**config.mk**
```make
export PLATFORM = sky130hd
export DESIGN_NAME = binary_mask_confusion_scorer_top
export DESIGN_NICKNAME = d
export VERILOG_FILES = /design/src/hdl/bmcs_pkg.sv /design/src/hdl/binary_mask_confusion_scorer_top.sv /design/src/hdl/bmcs_classify.sv
export SDC_FILE = /design/constraint.sdc
export NUM_CORES = 1
export LEC_CHECK = 0
export ABC_AREA = 0
export BUFFER_PORTS_ARGS = -buffer_cell sky130_fd_sc_hd__buf_2
export CORE_ASPECT_RATIO = 0.8
export CORE_MARGIN = 2
export CORE_UTILIZATION = 41
export CTS_BUF_LIST = sky130_fd_sc_hd__clkbuf_4 sky130_fd_sc_hd__clkbuf_8
export DETAILED_ROUTE_END_ITERATION = 7
export GPL_TIMING_DRIVEN = 0
export PLACE_DENSITY_LB_ADDON = 0.1
export SYNTH_ARGS = -nofsm -noshare
export SYNTH_HDL_FRONTEND = slang
export SYNTH_HIERARCHICAL = 1
export SYNTH_SLANG_ARGS = --single-unit
```
**constraint.sdc**
```tcl
create_clock -name clk -period 2.8 [get_ports clk]
set_input_delay 0.42 -clock clk [delete_from_list [all_inputs] [get_ports clk]]
set_output_delay 0.42 -clock clk [all_outputs]
set_load 0.01 [all_outputs]
```
**src/hdl/bmcs_pkg.sv**
```systemverilog
// shared types, register codes and constants for the binary mask confusion scorer
package bmcs_pkg;

	// counter width
	localparam int COUNT_BITS = 32;
	// width of each counter field in the result beat
	localparam int FIELD_BITS = 32;
	localparam int IN_BITS = 24;
	localparam int OUT_BITS = 24 + 6 * FIELD_BITS;
	localparam int ADDR_BITS = 5;

	// error colour levels
	localparam logic [7:0] LEVEL_FULL = 8'd255;
	localparam logic [7:0] LEVEL_HALF = 8'd127;
	localparam logic [7:0] LEVEL_THIRD = 8'd85;

	// register indexes (byte address / 4)
	typedef enum logic [2:0] {
		REG_TRUTH_EN = 3'd0,
		REG_REGION_EN = 3'd1,
		REG_POSITIVE = 3'd2,
		REG_NEGATIVE = 3'd3,
		REG_SHADOW = 3'd4,
		REG_OUTSIDE = 3'd5,
		REG_UNKNOWN = 3'd6,
		REG_NONE = 3'd7
	} reg_idx_t;

	// configuration seen by the classifier
	typedef struct packed {
		logic truth_en;
		logic region_en;
		logic [7:0] positive_code;
		logic [7:0] negative_code;
		logic [7:0] shadow_code;
		logic [7:0] outside_code;
		logic [7:0] unknown_code;
	} cfg_t;

	// one input pixel
	typedef struct packed {
		logic [7:0] region;
		logic [7:0] truth;
		logic [7:0] predicted;
	} pixel_t;

	// counter bumps and colour for one pixel
	typedef struct packed {
		logic tp;
		logic fp;
		logic fn;
		logic tn;
		logic se;
		logic dc;
		logic [7:0] blue;
		logic [7:0] green;
		logic [7:0] red;
	} score_t;

	// saturating increment
	function automatic logic [COUNT_BITS-1:0] sat_inc(input logic [COUNT_BITS-1:0] c,
		input logic en);
		logic [COUNT_BITS-1:0] r;
		r = c;
		if (en && (c != {COUNT_BITS{1'b1}})) begin
			r = c + {{(COUNT_BITS-1){1'b0}}, 1'b1};
		end
		return r;
	endfunction

	// low bits of a counter as a result field, zero filled when the counter is narrower
	function automatic logic [FIELD_BITS-1:0] count_field(input logic [COUNT_BITS-1:0] c);
		logic [FIELD_BITS+COUNT_BITS-1:0] w;
		w = {{FIELD_BITS{1'b0}}, c};
		return w[FIELD_BITS-1:0];
	endfunction

endpackage

```
**src/hdl/binary_mask_confusion_scorer_top.sv**
```systemverilog
// top level: config registers, input register, counters and result register
//
// One pixel beat is taken every clock cycle at full rate unless the input stalls; a
// result beat is offered once its pixel has passed the input register into the result
// register, with the classifier and counter increment between them. The input
// stalls only when the input register and the result register are both full and the
// result is not taken. Counter fields give the running counts after the pixel of that
// beat; counters saturate and are cleared only by reset.
module binary_mask_confusion_scorer_top (
	input  logic clk,
	input  logic arst_n,
	// apb configuration port
	input  logic psel,
	input  logic penable,
	input  logic pwrite,
	input  logic [bmcs_pkg::ADDR_BITS-1:0] paddr,
	input  logic [31:0] pwdata,
	output logic [31:0] prdata,
	output logic pready,
	// pixel stream
	input  logic s_tvalid,
	output logic s_tready,
	// predicted[7:0], truth[15:8], region[23:16]
	input  logic [bmcs_pkg::IN_BITS-1:0] s_tdata,
	// result stream
	output logic m_tvalid,
	input  logic m_tready,
	// color_blue, color_green, color_red, true_pos, false_pos, false_neg, true_neg,
	// shadow_hits, dont_care (from bit 0 up)
	output logic [bmcs_pkg::OUT_BITS-1:0] m_tdata
);
	import bmcs_pkg::*;

	cfg_t cfg_q;
	reg_idx_t wr_idx;
	logic cfg_wr;

	logic valid_s1;
	pixel_t pix_s1;
	logic valid_s2;
	logic [7:0] blue_s2, green_s2, red_s2;
	logic adv;
	score_t score;

	logic [COUNT_BITS-1:0] tp_q, fp_q, fn_q, tn_q, se_q, dc_q;

	assign pready = 1'b1;
	assign wr_idx = reg_idx_t'(paddr[ADDR_BITS-1:2]);
	assign cfg_wr = psel && penable && pwrite && pready;

	// configuration registers
	always_ff @(posedge clk or negedge arst_n) begin
		if (!arst_n) begin
			cfg_q.truth_en <= 1'b1;
			cfg_q.region_en <= 1'b0;
			cfg_q.positive_code <= 8'd255;
			cfg_q.negative_code <= 8'd0;
			cfg_q.shadow_code <= 8'd50;
			cfg_q.outside_code <= 8'd85;
			cfg_q.unknown_code <= 8'd170;
		end else if (cfg_wr) begin
			case (wr_idx)
				REG_TRUTH_EN: cfg_q.truth_en <= pwdata[0];
				REG_REGION_EN: cfg_q.region_en <= pwdata[0];
				REG_POSITIVE: cfg_q.positive_code <= pwdata[7:0];
				REG_NEGATIVE: cfg_q.negative_code <= pwdata[7:0];
				REG_SHADOW: cfg_q.shadow_code <= pwdata[7:0];
				REG_OUTSIDE: cfg_q.outside_code <= pwdata[7:0];
				REG_UNKNOWN: cfg_q.unknown_code <= pwdata[7:0];
				default: ;
			endcase
		end
	end

	// register read back
	always_comb begin
		case (wr_idx)
			REG_TRUTH_EN: prdata = {31'd0, cfg_q.truth_en};
			REG_REGION_EN: prdata = {31'd0, cfg_q.region_en};
			REG_POSITIVE: prdata = {24'd0, cfg_q.positive_code};
			REG_NEGATIVE: prdata = {24'd0, cfg_q.negative_code};
			REG_SHADOW: prdata = {24'd0, cfg_q.shadow_code};
			REG_OUTSIDE: prdata = {24'd0, cfg_q.outside_code};
			REG_UNKNOWN: prdata = {24'd0, cfg_q.unknown_code};
			default: prdata = 32'd0;
		endcase
	end

	// stall control shared by both stages
	assign adv = valid_s1 && (!valid_s2 || m_tready);
	assign s_tready = !valid_s1 || adv;

	// input register
	always_ff @(posedge clk or negedge arst_n) begin
		if (!arst_n) begin
			valid_s1 <= 1'b0;
		end else if (s_tready) begin
			valid_s1 <= s_tvalid;
		end
	end

	always_ff @(posedge clk) begin
		if (s_tready && s_tvalid) begin
			pix_s1 <= pixel_t'(s_tdata);
		end
	end

	bmcs_classify u_classify (
		.cfg(cfg_q),
		.pix(pix_s1),
		.score(score)
	);

	// result valid
	always_ff @(posedge clk or negedge arst_n) begin
		if (!arst_n) begin
			valid_s2 <= 1'b0;
		end else if (adv) begin
			valid_s2 <= 1'b1;
		end else if (m_tready) begin
			valid_s2 <= 1'b0;
		end
	end

	// result colour
	always_ff @(posedge clk) begin
		if (adv) begin
			blue_s2 <= score.blue;
			green_s2 <= score.green;
			red_s2 <= score.red;
		end
	end

	// saturating counters, bumped as a pixel moves into the result register
	always_ff @(posedge clk or negedge arst_n) begin
		if (!arst_n) begin
			tp_q <= '0;
			fp_q <= '0;
			fn_q <= '0;
			tn_q <= '0;
			se_q <= '0;
			dc_q <= '0;
		end else if (adv) begin
			tp_q <= sat_inc(tp_q, score.tp);
			fp_q <= sat_inc(fp_q, score.fp);
			fn_q <= sat_inc(fn_q, score.fn);
			tn_q <= sat_inc(tn_q, score.tn);
			se_q <= sat_inc(se_q, score.se);
			dc_q <= sat_inc(dc_q, score.dc);
		end
	end

	// result beat; counters always hold the values after the pixel in the result register
	assign m_tvalid = valid_s2;
	assign m_tdata = {count_field(dc_q), count_field(se_q), count_field(tn_q),
		count_field(fn_q), count_field(fp_q), count_field(tp_q),
		red_s2, green_s2, blue_s2};

	// every pixel lands in exactly one class
	a_one_class: assert property (@(posedge clk) disable iff (!arst_n)
		adv |-> $onehot({score.tp, score.fp, score.fn, score.tn, score.dc}))
		else $error("pixel not in exactly one class");

	// a shadow hit is always a positive prediction that was scored
	a_shadow_scored: assert property (@(posedge clk) disable iff (!arst_n)
		(adv && score.se) |-> (score.tp || score.fp))
		else $error("shadow hit on unscored or negative pixel");

	// the class counters (not the shadow hit counter) move only when a pixel enters the result register
	a_count_hold: assert property (@(posedge clk) disable iff (!arst_n)
		!$past(adv) |-> ($stable(tp_q) && $stable(fp_q) && $stable(fn_q) &&
			$stable(tn_q) && $stable(dc_q)))
		else $error("counter changed without a pixel");

	// a taken pixel always reaches the result register or stays in the input register
	a_no_drop: assert property (@(posedge clk) disable iff (!arst_n)
		(valid_s1 && !adv) |=> valid_s1)
		else $error("stalled pixel lost");

endmodule

```
**src/hdl/bmcs_classify.sv**
```systemverilog
// pixel classifier: confusion class, shadow hit and error colour
module bmcs_classify (
	input  bmcs_pkg::cfg_t   cfg,
	input  bmcs_pkg::pixel_t pix,
	output bmcs_pkg::score_t score
);
	import bmcs_pkg::*;

	logic excl_region;
	logic pred_pos;
	logic truth_pos;
	logic scored;

	// basic label compares
	always_comb begin
		excl_region = cfg.region_en && (pix.region == cfg.negative_code);
		pred_pos = (pix.predicted == cfg.positive_code);
		truth_pos = (pix.truth == cfg.positive_code);
		scored = cfg.truth_en && (pix.truth != cfg.outside_code) &&
			(pix.truth != cfg.unknown_code) && !excl_region;
	end

	// class and colour selection
	always_comb begin
		score = '0;
		if (!cfg.truth_en) begin
			score.dc = 1'b1;
			score.blue = pix.predicted;
			score.green = pix.predicted;
			score.red = pix.predicted;
		end else if (scored) begin
			if (pred_pos) begin
				score.se = (pix.truth == cfg.shadow_code);
				if (truth_pos) begin
					score.tp = 1'b1;
					score.green = LEVEL_FULL;
				end else begin
					score.fp = 1'b1;
					if (pix.truth == cfg.negative_code) begin
						score.red = LEVEL_FULL;
					end else if (pix.truth == cfg.shadow_code) begin
						score.green = LEVEL_HALF;
						score.red = LEVEL_FULL;
					end else begin
						score.blue = LEVEL_THIRD;
						score.green = LEVEL_THIRD;
						score.red = LEVEL_THIRD;
					end
				end
			end else if (truth_pos) begin
				score.fn = 1'b1;
				score.blue = LEVEL_HALF;
				score.red = LEVEL_FULL;
			end else begin
				score.tn = 1'b1;
			end
		end else begin
			score.dc = 1'b1;
			if (excl_region) begin
				score.blue = LEVEL_HALF;
				score.green = LEVEL_HALF;
				score.red = LEVEL_HALF;
			end else begin
				score.blue = pix.predicted;
				score.green = pix.predicted;
				score.red = pix.predicted;
			end
		end
	end

endmodule
```
-- After elaboration in Yosys (flattened, before gate mapping)
Index checks and enable logic that the tools add are counted.
- word-level logic and storage cells: 106
- output and inout bits: 251
- bits of input ports: 68
- register bits: 284
- reduce and logical (&&, ||, !) cells: 34
- muxes and demuxes: 26
- equal/unequal tests: 19
- add/sub/neg operators: 6
- operators with widths (kind ; count):
    adder 32 x 1 -> 32 bit, second input constant ; 6
    != test 32 bit, second input constant ; 6
    2-to-1 mux 8 bit ; 8
    one-hot mux 8 bit (7 select lines) ; 1
    2-to-1 mux 24 bit ; 2
    equality test 8 bit ; 5
    AND reduction 2 bit ; 13
    2-to-1 mux 25 bit ; 1
    2-to-1 mux 16 bit ; 1
    != test 8 bit ; 2
    logical AND 1 bit ; 14
    2-to-1 mux 14 bit ; 1
    2-to-1 mux 7 bit ; 2
    2-to-1 mux 5 bit ; 2
    equality test 3 bit, second input constant ; 3
    equality test 3 x 2 -> 1 bit, second input constant ; 2
    2-to-1 mux 1 bit ; 6
    2-to-1 mux 2 bit ; 2
    equality test 3 x 1 -> 1 bit, second input constant ; 1
    zero test 1 bit ; 3
    zero test 3 bit ; 1
    logical OR 1 bit ; 2
    nonzero test 2 bit ; 1

-- Longest topological paths before layout
Gate-level depths: netlist of run 1.
- depth after elaboration: 9
- depth in mapped cells: 14
- mapped depth without buffers: 11

-- Cells and area by module
The synthesis of run 1 kept the hierarchy.
- by module, submodules not included (module ; cells an instance ; area an instance (µm²) ; instances):
    binary_mask_confusion_scorer_top ; 1093 ; 13041.3 ; 1
    bmcs_classify ; 141 ; 1008.5 ; 1

-- Worst setup path after synthesis of run 1
Ideal clock, no wire load.
- path kind: reg-to-reg
- start point: register cfg_q[39] (netlist bit)
- end point: register fp_q[19]
- clock period less this slack: 2.740 ns
- stages on the path, launching flop included: 12
- setup time: 0.127 ns
- slack: 0.060 ns
- arrival time: 2.613 ns
- path through: dfstp_2 -> xor2_1 -> nor4_1 -> and2_2 -> o21ai_1 -> nor2_1 -> clkbuf_1 -> nand2_1 -> nor4_1 -> clkbuf_1 -> nand3_1 -> xnor2_1
- RTL lines (item ; RTL line ; text):
    start, declared ; binary_mask_confusion_scorer_top.sv:34 ; cfg_t cfg_q;
    end signal, assigned ; binary_mask_confusion_scorer_top.sv:145 ; fp_q <= sat_inc(fp_q, score.fp);
    end, declared ; binary_mask_confusion_scorer_top.sv:45 ; logic [COUNT_BITS-1:0] tp_q, fp_q, fn_q, tn_q, se_q, dc_q;

==> flow_summary.html, run 1 <==
<table>
<tr><th>Metric</th><th>Value</th></tr>
<tr><th colspan="2">Detailed routing</th></tr>
<tr><td>Post-route DRC</td><td>0</td></tr>
<tr><td>Routed Wire Length</td><td>39.1 mm</td></tr>
<tr><td>Post-DRT Antenna Nets</td><td>0</td></tr>
<tr><td>Via-per-instance ratio</td><td>5.22</td></tr>
<tr><td>Number of iterations in the first detailed-routing pass</td><td>4</td></tr>
<tr><td>Number of DRC markers in iteration 0</td><td>734</td></tr>
<tr><td>Post-detailed-route wirelength per cell</td><td>18.6 um</td></tr>
<tr><td>Overall via count from detail_route</td><td>11000</td></tr>
<tr><th colspan="2">Clocking</th></tr>
<tr><td>Count of H-tree levels built during CTS</td><td>2</td></tr>
<tr><td>Total number of clock tree sinks</td><td>284</td></tr>
<tr><td>Deepest clock path buffer count</td><td>3</td></tr>
<tr><td>CTS clk-pin slew, worst paths</td><td>0.06 ns</td></tr>
<tr><td>Clk_lat worst skew</td><td>0.59 ns</td></tr>
<tr><td>Clock tree from TritonCTS</td><td>done</td></tr>
<tr><td>Number of buffers created by CTS</td><td>49</td></tr>
<tr><td>Cell chosen for the clock root</td><td>sky130_fd_sc_hd__clkbuf_8</td></tr>
<tr><th colspan="2">Worst setup path</th></tr>
<tr><td>Max FO, Critical Path</td><td>7</td></tr>
<tr><td>Cells on worst reg2reg path</td><td>15</td></tr>
<tr><td>Buffering stage count on the worst path with inverters included</td><td>5</td></tr>
<tr><td>Crit path largest cell delay</td><td>0.54 ns</td></tr>
<tr><td>Delay-heaviest family, CP</td><td>simple AND/OR/NAND/NOR gates</td></tr>
<tr><td>Cell with the biggest individual delay on the critical path</td><td>sky130_fd_sc_hd__dfstp_2</td></tr>
<tr><td>CP cell instances</td><td>xor2_1 &gt; nor4_1 &gt; nand2_1 &gt; and4b_1 &gt; buf_6 &gt; clkinvlp_4 &gt; buf_4 &gt; nor2_4 &gt; clkbuf_8 &gt; and2_4 &gt; nand4_1 &gt; a211o_4 &gt; buf_4 &gt; nor3_4 &gt; xor2_1</td></tr>
<tr><td>Arr. time, crit path</td><td>3.43 ns</td></tr>
<tr><td>Critical Path Stages</td><td>15</td></tr>
<tr><td>Critical path class</td><td>register to register</td></tr>
<tr><td>Crit path launch type</td><td>register</td></tr>
<tr><td>Worst path required time</td><td>3.29 ns</td></tr>
<tr><td>Critical Path Sink Type</td><td>register</td></tr>
<tr><th colspan="2">Synth</th></tr>
<tr><td>Gate count of the mapped netlist</td><td>1234</td></tr>
<tr><td>Share of synthesized area occupied by flip-flops and latches</td><td>52.5%</td></tr>
<tr><td>Distinct cells, synth</td><td>68</td></tr>
<tr><td>Number of enable flip-flop cells after synthesis</td><td>48</td></tr>
<tr><td>Post-synth design cell area</td><td>14000 um^2</td></tr>
<tr><td>Yosys Warn Count</td><td>6</td></tr>
<tr><td>Number of synthesized register bits</td><td>284</td></tr>
<tr><td>Dominant register cell in the synthesized netlist</td><td>sky130_fd_sc_hd__dfrtp_1</td></tr>
<tr><td>Mean Syn Cell Area</td><td>11.4 um^2</td></tr>
<tr><td>Ys async rst share</td><td>83.1%</td></tr>
<tr><th colspan="2">Pwr</th></tr>
<tr><td>Post-layout power</td><td>10.1 mW</td></tr>
<tr><td>Leakage</td><td>8.59 nW</td></tr>
<tr><td>Maximum vdd drop</td><td>0.570 mV</td></tr>
<tr><td>Power density normalized to cell area</td><td>551 nW/um^2</td></tr>
<tr><th colspan="2">Timing</th></tr>
<tr><td>Max-slew violation count</td><td>0</td></tr>
<tr><td>Shortest period the worst path allows</td><td>2.94 ns</td></tr>
<tr><td>Final setup margin</td><td>-0.140 ns</td></tr>
<tr><td>Slew at the pin closest to its max-slew limit</td><td>1.28 ns</td></tr>
<tr><td>Worst rel slew slack</td><td>15.0%</td></tr>
<tr><td>Count of final hold-check violations</td><td>0</td></tr>
<tr><td>Portion of the clock cycle consumed by the worst path in the final layout</td><td>105%</td></tr>
<tr><td>Worst clock skew</td><td>0.0311 ns</td></tr>
<tr><td>Unrepaired setup endpoints after global routing</td><td>yes</td></tr>
<tr><td>Max Clock Freq</td><td>340 MHz</td></tr>
<tr><td>Count of endpoints failing setup in the final report</td><td>44</td></tr>
<tr><th colspan="2">Run status</th></tr>
<tr><td>Violations in the final reports</td><td>setup timing</td></tr>
<tr><td>Status</td><td>finished, violations left</td></tr>
<tr><th colspan="2">Global routing</th></tr>
<tr><td>Antenna violations before repair</td><td>0</td></tr>
<tr><td>Maximum number of pins on one net before global-route repair</td><td>108</td></tr>
<tr><td>GRT Util Overall</td><td>21.6%</td></tr>
<tr><td>Wire length of the first global-routing pass</td><td>61.1 mm</td></tr>
<tr><td>Via count of the first global-routing pass</td><td>10700</td></tr>
<tr><td>Total gr overflow</td><td>0</td></tr>
<tr><th colspan="2">Place</th></tr>
<tr><td>I/O Buffers</td><td>266</td></tr>
<tr><td>Post-DP HPWL</td><td>27.4 mm</td></tr>
<tr><td>DP Area</td><td>16100 um^2</td></tr>
<tr><td>Last weighted congestion value of the routability-driven placer</td><td>0.835</td></tr>
<tr><th colspan="2">Run</th></tr>
<tr><td>Max-Cap Viols</td><td>0</td></tr>
<tr><th colspan="2">Layout</th></tr>
<tr><td>Finished layout cell area</td><td>18300 um^2</td></tr>
<tr><td>Final-stage net count</td><td>1712</td></tr>
<tr><td>Filler Cells Inserted</td><td>3045</td></tr>
<tr><td>Most frequent cells in the layout</td><td>273 x sky130_fd_sc_hd__buf_2, 216 x sky130_fd_sc_hd__dfrtp_1, 150 x sky130_fd_sc_hd__xnor2_1</td></tr>
<tr><td>Most common cell after layout, fill and taps aside</td><td>sky130_fd_sc_hd__buf_2</td></tr>
<tr><td>Fraction of final layout cells sized beyond drive strength 1</td><td>36.3%</td></tr>
<tr><td>Diodes inserted</td><td>0</td></tr>
<tr><td>Area added between synthesis and finish</td><td>30.0%</td></tr>
<tr><th colspan="2">Floorplanning</th></tr>
<tr><td>Starting density of the core</td><td>41.7%</td></tr>
<tr><td>Area of the core region</td><td>33700 um^2</td></tr>
<tr><td>I/O pin total</td><td>319</td></tr>
<tr><td>Horizontal extent of the die</td><td>211 um</td></tr>
<tr><td>Die Ht</td><td>170 um</td></tr>
<tr><td>Std-Cell Rows</td><td>60</td></tr>
<tr><td>Die Outline Area</td><td>35800 um^2</td></tr>
<tr><th colspan="2">Min path</th></tr>
<tr><td>Tightest Hold Check Type</td><td>primary input to register</td></tr>
<tr><td>Worst Hold Depth</td><td>1</td></tr>
</table>
-- through the flow --
step	util (%)	TNS (ns)	setup WS [ns]	hold slack, ns	std cells
floorplan	-	0	0.0595	0.124	1257
global placement	47.5	-783.09	-3.20	0.465	1957
detailed placement	47.7	-66.85	-0.893	0.296	1959
CTS	52.8	-0.950	-0.110	0.0110	2084
global route	54.2	-16.08	-0.290	0.0220	2103
finish	54.2	-2.78	-0.140	0.0659	2103
-- cells by family (layout without fill, tap and decap cells) --
family	count (synthesis)	after routing	synth area share, %
adders and majority gates	6	6	0.534
xor gates and xnor gates	238	238	14.8
and+or+nand+nor	511	511	20.7
DFF	284	284	52.5
muxes	60	60	4.80
other	2	25	0.0535
buffers and inverters	75	487	3.34
AOI/OAI and AO/OA	58	58	3.27
-- worst reg2reg max path: cells and delay by family (launching register included) --
| kind | cells | cell delay [ns] |
|---|---|---|
| flops | 1 | 0.54 |
| xor+xnor | 2 | 0.33 |
| compound gates | 1 | 0.37 |
| buf+inv | 5 | 0.72 |
| simple gates | 7 | 0.90 |
-- final cells by class --
cell class | count | area [um^2] | share of cell area, %
well taps | 434 | 543 | 2.97
repair buffers | 334 | 1990 | 10.9
flip-flops and latches | 284 | 7370 | 40.4
multi-input cells | 898 | 6850 | 37.5
clock inverters | 3 | 42.5 | 0.233
clock buffers | 79 | 962 | 5.27
inverters | 11 | 45.0 | 0.247
plain buffers | 60 | 469 | 2.57
-- timing repair --
item | in CTS | in global routing
hold endpoints to repair | 50 | 0
pin swaps | 28 | 42
gates resized for setup | 66 | 61
buffers inserted | 22 | 18
endpoints found under the setup margin | 152 | 148
hold buffers | 24 | 0
cloned | 1 | 1
-- state kept, by name (all words and copies together), names as in the netlist, 24 cells and up --
register,count
fn_q,32
fp_q,32
tp_q,32
pix_s1,24
se_q,32
tn_q,32
cfg_q,42
dc_q,32
-- routing by layer --
| metal | part of all wire, % | GRT usage [%] |
|---|---|---|
| met3 | 5.7 | 5.09 |
| met5 | 0 | 0 |
| met2 | 44 | 31.9 |
| met4 | 1.9 | 5.73 |
| met1 | 48 | 31.8 |
-- where the power goes --
group          internal, mW  switching [mW]
clock network          2.24            1.67
registers              4.54           0.284
logic                 0.616           0.709
-- synth_stat cells (all sizes together) (2+ instances only) --
library cell | n | share of area (%)
ha | 6 | 0.53
o21ai | 6 | 0.24
o21a | 12 | 0.64
a31oi | 4 | 0.22
nand4b | 2 | 0.12
a211oi | 2 | 0.11
nor4b | 5 | 0.31
nand3 | 89 | 3.3
a22o | 6 | 0.37
dfrtp | 216 | 38
xor2 | 86 | 5.4
and2 | 20 | 0.90
inv | 11 | 0.29
or3 | 2 | 0.089
nor2b | 3 | 0.13
a21oi | 11 | 0.39
and4 | 26 | 1.7
xnor2 | 152 | 9.5
nand3b | 4 | 0.21
a311oi | 2 | 0.17
nand2b | 5 | 0.22
nand4 | 94 | 4.2
nor2 | 48 | 1.3
dfstp | 20 | 3.7
nor3 | 32 | 1.2
mux2i | 10 | 0.71
and3 | 49 | 2.2
edfxtp | 48 | 10
buf | 48 | 2.6
nor3b | 6 | 0.39
clkbuf | 16 | 0.44
or2 | 2 | 0.089
or4 | 2 | 0.13
nor4 | 28 | 1.5
conb | 2 | 0.053
o211ai | 4 | 0.25
a221o | 6 | 0.43
nand2 | 91 | 2.4
mux2 | 49 | 3.9
-- final timing paths --
path / startpoint / end / slack (ns)
setup reg to reg: cfg_q[8] / fp_q[20] / -0.14
hold reg to reg: tp_q[14] / tp_q[14] / 0.48
min in group asynchronous: arst_n / cfg_q[13] / 0.29
max in group asynchronous: arst_n / tp_q[20] / 1.66
hold / removal: s_tdata[16] / pix_s1[16] / 0.07
setup / recovery: cfg_q[8] / fp_q[20] / -0.14
(Power assumes the default switching activity.)
==> inputs of run 2 (changes only) <==
--- a/config.mk
+++ b/config.mk
@@ -16,5 +16,4 @@
 export PLACE_DENSITY_LB_ADDON = 0.1
 export SYNTH_ARGS = -nofsm -noshare
 export SYNTH_HDL_FRONTEND = slang
-export SYNTH_HIERARCHICAL = 1
 export SYNTH_SLANG_ARGS = --single-unit
==> run 2 against run 1 <==
The run now ends clean; non-clock buffer count down 25; flip-flop and latch count unchanged; worst hold slack worse by 0.024 ns; global-route usage down 0.33 points; core utilization down 0.58 points; largest cell class unchanged; highest routed layer unchanged.
==> flow_summary.html, run 2 <==
<table>
<tr><th>Metric</th><th>Value</th></tr>
<tr><th colspan="2">Run status</th></tr>
<tr><td>Status</td><td>finished, final reports clean</td></tr>
<tr><th colspan="2">Layout</th></tr>
<tr><td>Number of standard cells in the layout, taps in and fillers out</td><td>2060</td></tr>
<tr><td>Largest register by flop count</td><td>cfg_q</td></tr>
<tr><td>Area added between synthesis and finish</td><td>28.2%</td></tr>
<tr><td>Fraction of final layout cells sized beyond drive strength 1</td><td>33.7%</td></tr>
<tr><td>Max reg flops</td><td>42</td></tr>
<tr><td>Diodes inserted</td><td>0</td></tr>
<tr><td>Most common cell after layout, fill and taps aside</td><td>sky130_fd_sc_hd__buf_2</td></tr>
<tr><td>Final-stage net count</td><td>1673</td></tr>
<tr><td>Most frequent cells in the layout</td><td>271 x sky130_fd_sc_hd__buf_2, 213 x sky130_fd_sc_hd__dfrtp_1, 151 x sky130_fd_sc_hd__xnor2_1</td></tr>
<tr><td>Finished layout cell area</td><td>17500 um^2</td></tr>
<tr><th colspan="2">Global routing</th></tr>
<tr><td>Met3 track demand over resource in global routing</td><td>4.24%</td></tr>
<tr><td>Global Route met1 Usage</td><td>31.3%</td></tr>
<tr><td>Antenna violations before repair</td><td>0</td></tr>
<tr><td>Maximum number of pins on one net before global-route repair</td><td>116</td></tr>
<tr><td>GRT Util Overall</td><td>21.3%</td></tr>
<tr><td>Total gr overflow</td><td>0</td></tr>
<tr><td>Via count of the first global-routing pass</td><td>10200</td></tr>
<tr><td>Met2 layer usage reported by global route</td><td>32.2%</td></tr>
<tr><td>Busiest layer in global routing</td><td>met2</td></tr>
<tr><td>Wire length of the first global-routing pass</td><td>58.9 mm</td></tr>
<tr><th colspan="2">Synth</th></tr>
<tr><td>Commonest cells in the netlist</td><td>216 x sky130_fd_sc_hd__dfrtp_1, 152 x sky130_fd_sc_hd__xnor2_1, 85 x sky130_fd_sc_hd__xor2_1, 84 x sky130_fd_sc_hd__nand2_1, 81 x sky130_fd_sc_hd__nor2_1</td></tr>
<tr><td>Post-synth design cell area</td><td>13700 um^2</td></tr>
<tr><td>Yosys Warn Count</td><td>0</td></tr>
<tr><td>Number of enable flip-flop cells after synthesis</td><td>48</td></tr>
<tr><td>Mean Syn Cell Area</td><td>11.3 um^2</td></tr>
<tr><td>Largest area contributor in the netlist</td><td>sky130_fd_sc_hd__dfrtp_1</td></tr>
<tr><td>Gate count of the mapped netlist</td><td>1213</td></tr>
<tr><td>Distinct cells, synth</td><td>57</td></tr>
<tr><td>Dominant register cell in the synthesized netlist</td><td>sky130_fd_sc_hd__dfrtp_1</td></tr>
<tr><td>Share of synthesized area occupied by flip-flops and latches</td><td>53.9%</td></tr>
<tr><td>Ys async rst share</td><td>83.1%</td></tr>
<tr><td>Cell with the most instances after synthesis</td><td>sky130_fd_sc_hd__dfrtp_1</td></tr>
<tr><td>Number of synthesized register bits</td><td>284</td></tr>
<tr><td>Synth area leaders</td><td>sky130_fd_sc_hd__dfrtp_1 40%, sky130_fd_sc_hd__edfxtp_1 11%, sky130_fd_sc_hd__xnor2_1 9.7%</td></tr>
<tr><td>Area share of the largest cell type after synthesis</td><td>39.5%</td></tr>
<tr><th colspan="2">Timing</th></tr>
<tr><td>Worst rel slew slack</td><td>11.3%</td></tr>
<tr><td>Count of endpoints failing setup in the final report</td><td>0</td></tr>
<tr><td>Max Clock Freq</td><td>364 MHz</td></tr>
<tr><td>Portion of the clock cycle consumed by the worst path in the final layout</td><td>98.2%</td></tr>
<tr><td>Count of final hold-check violations</td><td>0</td></tr>
<tr><td>Max-slew violation count</td><td>0</td></tr>
<tr><td>Unrepaired setup endpoints after global routing</td><td>yes</td></tr>
<tr><td>Sum of negative setup slack</td><td>0 ns</td></tr>
<tr><td>Shortest period the worst path allows</td><td>2.75 ns</td></tr>
<tr><td>Slew at the pin closest to its max-slew limit</td><td>1.33 ns</td></tr>
<tr><td>Worst clock skew</td><td>0.0168 ns</td></tr>
<tr><th colspan="2">Detailed routing</th></tr>
<tr><td>Number of DRC markers in iteration 0</td><td>612</td></tr>
<tr><td>Post-DRT Antenna Nets</td><td>0</td></tr>
<tr><td>Number of iterations in the first detailed-routing pass</td><td>4</td></tr>
<tr><td>Post-route DRC</td><td>0</td></tr>
<tr><td>Overall via count from detail_route</td><td>10500</td></tr>
<tr><td>Routed Wire Length</td><td>37.2 mm</td></tr>
<tr><td>Post-detailed-route wirelength per cell</td><td>18.1 um</td></tr>
<tr><td>Via-per-instance ratio</td><td>5.12</td></tr>
<tr><th colspan="2">Worst setup path</th></tr>
<tr><td>Cell with the biggest individual delay on the critical path</td><td>sky130_fd_sc_hd__or4_4</td></tr>
<tr><td>Crit path largest cell delay</td><td>0.52 ns</td></tr>
<tr><td>Crit path launch type</td><td>register</td></tr>
<tr><td>Max FO, Critical Path</td><td>7</td></tr>
<tr><td>CP cell instances</td><td>buf_6 &gt; xor2_1 &gt; nor4_2 &gt; nand2_2 &gt; and4_4 &gt; buf_6 &gt; or2_1 &gt; buf_6 &gt; or4_4 &gt; xnor2_2</td></tr>
<tr><td>Dominant cell type by count on the critical path</td><td>sky130_fd_sc_hd__buf_6</td></tr>
<tr><td>Worst path required time</td><td>3.26 ns</td></tr>
<tr><td>Critical path class</td><td>register to register</td></tr>
<tr><td>Critical Path Sink Type</td><td>register</td></tr>
<tr><td>Arr. time, crit path</td><td>3.21 ns</td></tr>
<tr><th colspan="2">Place</th></tr>
<tr><td>I/O Buffers</td><td>267</td></tr>
<tr><td>Placed insts</td><td>1933</td></tr>
<tr><td>Last weighted congestion value of the routability-driven placer</td><td>0.823</td></tr>
<tr><td>DP Area</td><td>15700 um^2</td></tr>
<tr><td>Post-DP HPWL</td><td>26.9 mm</td></tr>
<tr><th colspan="2">Pwr</th></tr>
<tr><td>Power density normalized to cell area</td><td>571 nW/um^2</td></tr>
<tr><td>Leakage</td><td>8.45 nW</td></tr>
<tr><td>Maximum vdd drop</td><td>0.353 mV</td></tr>
<tr><th colspan="2">Clocking</th></tr>
<tr><td>Clock tree from TritonCTS</td><td>done</td></tr>
<tr><td>Cell chosen for the clock root</td><td>sky130_fd_sc_hd__clkbuf_8</td></tr>
<tr><td>Total number of clock tree sinks</td><td>284</td></tr>
<tr><td>Number of buffers created by CTS</td><td>49</td></tr>
<tr><td>Clk_lat worst skew</td><td>0.58 ns</td></tr>
<tr><td>CTS clk-pin slew, worst paths</td><td>0.06 ns</td></tr>
<tr><td>Deepest clock path buffer count</td><td>3</td></tr>
<tr><td>Count of H-tree levels built during CTS</td><td>2</td></tr>
<tr><th colspan="2">Run</th></tr>
<tr><td>Max-Cap Viols</td><td>0</td></tr>
<tr><th colspan="2">Floorplanning</th></tr>
<tr><td>Area of the core region</td><td>32700 um^2</td></tr>
<tr><td>Horizontal extent of the die</td><td>208 um</td></tr>
<tr><td>I/O pin total</td><td>319</td></tr>
<tr><td>Starting density of the core</td><td>41.8%</td></tr>
<tr><td>Die Ht</td><td>167 um</td></tr>
<tr><td>Die Outline Area</td><td>34800 um^2</td></tr>
<tr><td>Std-Cell Rows</td><td>59</td></tr>
<tr><th colspan="2">Min path</th></tr>
<tr><td>Tightest Hold Check Type</td><td>primary input to register</td></tr>
</table>
## run 2: cell types whose count changed in the layout (fill, tap and decap cells not counted), sizes merged, moves of 8 or more
cell | before | now
and3 | 49 | 38
o21a | 12 | 2
a21o | 0 | 8
nand3 | 89 | 78
and2 | 20 | 11
and4 | 26 | 15
buf | 358 | 329
nor2 | 48 | 81
inv | 10 | 18
or3 | 2 | 10
nand4 | 94 | 80
## run 2: final timing paths
kind / startpoint / end / slack (ns) / cells after the start
max in group asynchronous: arst_n / cfg_q[30] / 1.72 / 3
max reg2reg: pix_s1[12] / dc_q[19] / 0.05 / 10
min: s_tvalid / valid_s1 / 0.04 / 2
min in group asynchronous: arst_n / tn_q[0] / 0.24 / 2
min reg2reg: se_q[21] / se_q[21] / 0.48 / 1
max: pix_s1[12] / dc_q[19] / 0.05 / 10
## run 2: repair_timing
item,CTS,global route
pin swaps,11,12
buffers inserted,12,6
endpoints found under the setup margin,112,98
hold buffers,24,0
endpoints found under the hold margin,150,0
resized for setup,27,64
## run 2: cell type report
class	instances	area (um^2)
clock buffers	79	956
clock inverters	10	70.1
inverters	18	67.6
well taps	427	534
plain buffers	57	392
fillers	2913	15200
flip-flops and latches	284	7380
repair buffers	312	1800
multi-input cells	873	6330
## run 2: per-layer routing
layer	wire [um]	up-vias	part of all wire (%)
met5	0	-	0
met4	607	0	1.6
met3	1790	54	4.8
met2	16500	274	44
met1	18300	5206	49
li1	-	5012	-
## run 2: worst max-delay path, delay by kind of cell (launching register included)
kind | cells | cell delay, ns
xor gates and xnor gates | 2 | 0.30
buffers and inverters | 3 | 0.43
DFF | 1 | 0.38
and+or+nand+nor | 5 | 1.50
## run 2: stage by stage
| stage | power [mW] | hold slack, ns | worst slack, ns | util, % |
|---|---|---|---|---|
| after floorplan | 5.53 | 0.124 | 0.140 | - |
| after CTS | 10.1 | 0.000552 | -0.0422 | 52.6 |
| after detailed placement | 6.03 | 0.234 | -0.514 | 48.0 |
| final | 10.0 | 0.0414 | 0.0500 | 53.6 |
| after global placement | 6.00 | 0.468 | -3.17 | 47.8 |
| after global routing | 10.5 | 0.00385 | -0.0853 | 53.6 |
## run 2: kinds of logic after synthesis
family                   synth area share, %
AND/OR/NAND/NOR                         19.4
flip-flops                              53.9
XOR/XNOR                                15.3
buffers and inverters                   3.28
multiplexers                            4.68
AO/OA/AOI/OAI                           2.50
adder cells (fa/ha/maj)                0.915
other                                 0.0549
## run 2: power by group
part	total [mW]	internal (mW)	switching, mW
Clock	3.95	2.24	1.71
Combinational	1.26	0.580	0.682
Sequential	4.79	4.53	0.263
Total	10.0	7.35	2.65
==> inputs of run 3 (changes only) <==
--- a/config.mk
+++ b/config.mk
@@ -5,7 +5,7 @@
 export SDC_FILE = /design/constraint.sdc
 export NUM_CORES = 1
 export LEC_CHECK = 0
-export ABC_AREA = 0
+export ABC_AREA = 1
 export BUFFER_PORTS_ARGS = -buffer_cell sky130_fd_sc_hd__buf_2
 export CORE_ASPECT_RATIO = 0.8
 export CORE_MARGIN = 2
==> constraint.sdc (replaced) <==
create_clock -name clk -period 3.01 [get_ports clk]
set_input_delay 0.4515 -clock clk [delete_from_list [all_inputs] [get_ports clk]]
set_output_delay 0.4515 -clock clk [all_outputs]
set_load 0.01 [all_outputs]
==> run 3 against run 2 <==
Synthesized cell count increased by 100%; via count up 66%; critical path depth shrank 6; setup slack better by 0.16 ns; non-clock buffer count increased by 21; clock power down 4%; flip-flop and latch count stayed put; critical path type unchanged.
==> flow_summary.html, run 3 <==
<table>
<tr><th>Metric</th><th>Value</th></tr>
<tr><th colspan="2">Run status</th></tr>
<tr><td>Status</td><td>finished, final reports clean</td></tr>
<tr><th colspan="2">Clocking</th></tr>
<tr><td>Number of buffers created by CTS</td><td>52</td></tr>
<tr><td>Clk_lat worst skew</td><td>0.65 ns</td></tr>
<tr><td>Total number of clock tree sinks</td><td>284</td></tr>
<tr><td>CTS clk-pin slew, worst paths</td><td>0.06 ns</td></tr>
<tr><td>Cell chosen for the clock root</td><td>sky130_fd_sc_hd__clkbuf_8</td></tr>
<tr><td>Deepest clock path buffer count</td><td>3</td></tr>
<tr><td>Count of H-tree levels built during CTS</td><td>2</td></tr>
<tr><td>Post-CTS Setup Bufs</td><td>0</td></tr>
<tr><td>Clock tree from TritonCTS</td><td>done</td></tr>
<tr><th colspan="2">Layout</th></tr>
<tr><td>Finished layout cell area</td><td>21100 um^2</td></tr>
<tr><td>Number of standard cells in the layout, taps in and fillers out</td><td>3449</td></tr>
<tr><td>Final-stage net count</td><td>2929</td></tr>
<tr><td>Filler Cells Inserted</td><td>4385</td></tr>
<tr><td>Area added between synthesis and finish</td><td>19.7%</td></tr>
<tr><td>Diodes inserted</td><td>0</td></tr>
<tr><td>Largest register by flop count</td><td>cfg_q</td></tr>
<tr><td>Multi-input combinational cell area</td><td>8670 um^2</td></tr>
<tr><td>Fraction of final layout cells sized beyond drive strength 1</td><td>17.1%</td></tr>
<tr><td>Most common cell after layout, fill and taps aside</td><td>sky130_fd_sc_hd__nand2_1</td></tr>
<tr><td>Max reg flops</td><td>42</td></tr>
<tr><td>Register area</td><td>7370 um^2</td></tr>
<tr><td>Most frequent cells in the layout</td><td>897 x sky130_fd_sc_hd__nand2_1, 291 x sky130_fd_sc_hd__buf_2, 282 x sky130_fd_sc_hd__inv_1</td></tr>
<tr><th colspan="2">Worst setup path</th></tr>
<tr><td>Buffering stage count on the worst path with inverters included</td><td>3</td></tr>
<tr><td>Crit path largest cell delay</td><td>0.64 ns</td></tr>
<tr><td>Worst r2r src</td><td>m_tvalid</td></tr>
<tr><td>Crit path launch type</td><td>register</td></tr>
<tr><td>Max FO, Critical Path</td><td>33</td></tr>
<tr><td>CP cell instances</td><td>a21oi_1 &gt; buf_2 &gt; buf_2 &gt; buf_2</td></tr>
<tr><td>Critical path class</td><td>register to register</td></tr>
<tr><td>Delay-heaviest family, CP</td><td>buffers and inverters</td></tr>
<tr><td>Critical Path Sink Type</td><td>register</td></tr>
<tr><td>Dominant cell type by count on the critical path</td><td>sky130_fd_sc_hd__buf_2</td></tr>
<tr><td>Reg-to-reg slack, setup</td><td>0.21 ns</td></tr>
<tr><td>Cell with the biggest individual delay on the critical path</td><td>sky130_fd_sc_hd__buf_2</td></tr>
<tr><td>Cells on worst reg2reg path</td><td>4</td></tr>
<tr><td>Worst reg2reg endpoint</td><td>blue_s2[2]</td></tr>
<tr><td>Worst path required time</td><td>3.26 ns</td></tr>
<tr><td>Arr. time, crit path</td><td>3.05 ns</td></tr>
<tr><th colspan="2">Synth</th></tr>
<tr><td>Yosys Warn Count</td><td>0</td></tr>
<tr><td>Post-synth design cell area</td><td>17700 um^2</td></tr>
<tr><td>Commonest cells in the netlist</td><td>897 x sky130_fd_sc_hd__nand2_1, 282 x sky130_fd_sc_hd__inv_1, 216 x sky130_fd_sc_hd__dfrtp_1, 214 x sky130_fd_sc_hd__nor2_1, 135 x sky130_fd_sc_hd__nand3_1</td></tr>
<tr><td>Number of enable flip-flop cells after synthesis</td><td>48</td></tr>
<tr><td>Area share of the largest cell type after synthesis</td><td>30.6%</td></tr>
<tr><td>Gate count of the mapped netlist</td><td>2481</td></tr>
<tr><td>Number of synthesized register bits</td><td>284</td></tr>
<tr><td>Mean Syn Cell Area</td><td>7.12 um^2</td></tr>
<tr><td>Dominant register cell in the synthesized netlist</td><td>sky130_fd_sc_hd__dfrtp_1</td></tr>
<tr><td>Distinct cells, synth</td><td>45</td></tr>
<tr><td>Ys async rst share</td><td>83.1%</td></tr>
<tr><td>Cell with the most instances after synthesis</td><td>sky130_fd_sc_hd__nand2_1</td></tr>
<tr><td>Largest area contributor in the netlist</td><td>sky130_fd_sc_hd__dfrtp_1</td></tr>
<tr><td>Synth area leaders</td><td>sky130_fd_sc_hd__dfrtp_1 31%, sky130_fd_sc_hd__nand2_1 19%, sky130_fd_sc_hd__edfxtp_1 8.2%</td></tr>
<tr><td>Share of synthesized area occupied by flip-flops and latches</td><td>41.7%</td></tr>
<tr><th colspan="2">Place</th></tr>
<tr><td>Placed insts</td><td>3332</td></tr>
<tr><td>DP Area</td><td>19900 um^2</td></tr>
<tr><td>Last weighted congestion value of the routability-driven placer</td><td>0.942</td></tr>
<tr><td>Post-DP HPWL</td><td>44.3 mm</td></tr>
<tr><td>I/O Buffers</td><td>266</td></tr>
<tr><th colspan="2">Floorplanning</th></tr>
<tr><td>Area of the core region</td><td>42800 um^2</td></tr>
<tr><td>I/O pin total</td><td>319</td></tr>
<tr><td>Starting density of the core</td><td>41.3%</td></tr>
<tr><td>Die Ht</td><td>190 um</td></tr>
<tr><td>Die Outline Area</td><td>44800 um^2</td></tr>
<tr><td>Horizontal extent of the die</td><td>236 um</td></tr>
<tr><td>Std-Cell Rows</td><td>68</td></tr>
<tr><th colspan="2">Timing</th></tr>
<tr><td>Final Hold Slack</td><td>0.0797 ns</td></tr>
<tr><td>Max-slew violation count</td><td>0</td></tr>
<tr><td>Portion of the clock cycle consumed by the worst path in the final layout</td><td>93.2%</td></tr>
<tr><td>Count of endpoints failing setup in the final report</td><td>0</td></tr>
<tr><td>Sum of negative setup slack</td><td>0 ns</td></tr>
<tr><td>Unrepaired setup endpoints after global routing</td><td>no</td></tr>
<tr><td>Slew at the pin closest to its max-slew limit</td><td>1.06 ns</td></tr>
<tr><td>Worst rel slew slack</td><td>28.9%</td></tr>
<tr><td>Count of final hold-check violations</td><td>0</td></tr>
<tr><td>Max Clock Freq</td><td>357 MHz</td></tr>
<tr><td>Shortest period the worst path allows</td><td>2.80 ns</td></tr>
<tr><td>Worst clock skew</td><td>0.0263 ns</td></tr>
<tr><th colspan="2">Detailed routing</th></tr>
<tr><td>Via-per-instance ratio</td><td>5.07</td></tr>
<tr><td>Post-DRT Antenna Nets</td><td>0</td></tr>
<tr><td>Post-detailed-route wirelength per cell</td><td>16.9 um</td></tr>
<tr><td>Routed Wire Length</td><td>58.2 mm</td></tr>
<tr><td>Overall via count from detail_route</td><td>17500</td></tr>
<tr><td>Post-route DRC</td><td>0</td></tr>
<tr><td>Number of iterations in the first detailed-routing pass</td><td>7</td></tr>
<tr><td>Number of DRC markers in iteration 0</td><td>1501</td></tr>
<tr><th colspan="2">Pwr</th></tr>
<tr><td>Leakage</td><td>10.5 nW</td></tr>
<tr><td>Power density normalized to cell area</td><td>509 nW/um^2</td></tr>
<tr><td>Maximum vdd drop</td><td>0.323 mV</td></tr>
<tr><th colspan="2">Global routing</th></tr>
<tr><td>GRT Util Overall</td><td>25.9%</td></tr>
<tr><td>Via count of the first global-routing pass</td><td>16400</td></tr>
<tr><td>Maximum number of pins on one net before global-route repair</td><td>104</td></tr>
<tr><td>Antenna violations before repair</td><td>0</td></tr>
<tr><td>Wire length of the first global-routing pass</td><td>92.0 mm</td></tr>
<tr><td>Total gr overflow</td><td>0</td></tr>
<tr><th colspan="2">Min path</th></tr>
<tr><td>Tightest Hold Check Type</td><td>primary input to register</td></tr>
<tr><td>Worst Hold Depth</td><td>3</td></tr>
<tr><td>Worst min-delay path startpoint</td><td>pwdata[0]</td></tr>
<tr><td>Worst min-delay path endpoint</td><td>cfg_q[8]</td></tr>
<tr><th colspan="2">Run</th></tr>
<tr><td>Max-Cap Viols</td><td>0</td></tr>
</table>
-- run 3: per-layer routing --
layer / vias to the layer above / GRT usage [%] / wire length [um] / share of wire, %
met5: - / 0 / 0 / 0
met4: 0 / 7.81 / 1380 / 2.4
met1: 8183 / 38.2 / 28400 / 49
met2: 547 / 38.2 / 24600 / 42
met3: 96 / 4.83 / 3840 / 6.6
li1: 8656 / - / - / -
-- run 3: final cells by class --
class | count | area share [%]
multi-input cells | 1828 | 41.0
flip-flops and latches | 284 | 34.9
repair buffers | 293 | 7.79
inverters | 295 | 5.24
clock buffers | 83 | 4.69
well taps | 560 | 3.31
plain buffers | 97 | 2.92
clock inverters | 9 | 0.201
-- run 3: logic make-up (layout without fill, tap and decap cells) --
kind of cell	count (synthesis)	after routing	synth area share (%)
buffers and inverters	392	777	9.76
xor gates and xnor gates	125	125	6.19
AOI/OAI and AO/OA	159	159	4.77
adders and majority gates	10	10	0.708
and+or+nand+nor	1509	1509	36.8
other	2	25	0.0425
DFF	284	284	41.7
-- run 3: tightest hold or removal path, stage by stage --
cell                      delay, ns
sky130_fd_sc_hd__buf_2         0.13
sky130_fd_sc_hd__nand2_1       0.06
sky130_fd_sc_hd__o21ai_0       0.07
-- run 3: power by group --
part	total [mW]	leakage [nW]	internal (mW)	switching [mW]
registers	4.81	3.60	4.38	0.436
clock network	3.80	0.565	2.07	1.73
logic	2.16	6.34	0.753	1.41
total	10.8	10.5	7.20	3.57
-- run 3: per-stage QoR --
| step | power, mW | utilization [%] | worst slack [ns] |
|---|---|---|---|
| after floorplan | 6.09 | - | 0.984 |
| after global placement | 6.94 | 46.2 | -3.09 |
| after detailed placement | 7.00 | 46.4 | -0.0438 |
| after CTS | 10.9 | 49.4 | 0.00756 |
| after global routing | 11.4 | 49.4 | 0.0391 |
| final | 10.8 | 49.4 | 0.206 |
-- run 3: worst max path at each step --
stage | start | endpoint | cells past startpoint
after global placement | arst_n | se_q[4] | 1
after CTS | cfg_q[39] | tp_q[12] | 12
after detailed placement | m_tready | red_s2[0] | 6
final | m_tvalid | blue_s2[2] | 4
after floorplan | cfg_q[34] | fn_q[13] | 12
after global routing | cfg_q[39] | fn_q[16] | 12
-- run 3: timing repair --
item,CTS,global route
endpoints found under the setup margin,0,53
gates resized for setup,0,3
endpoints found under the hold margin,64,0
hold buffers,25,0
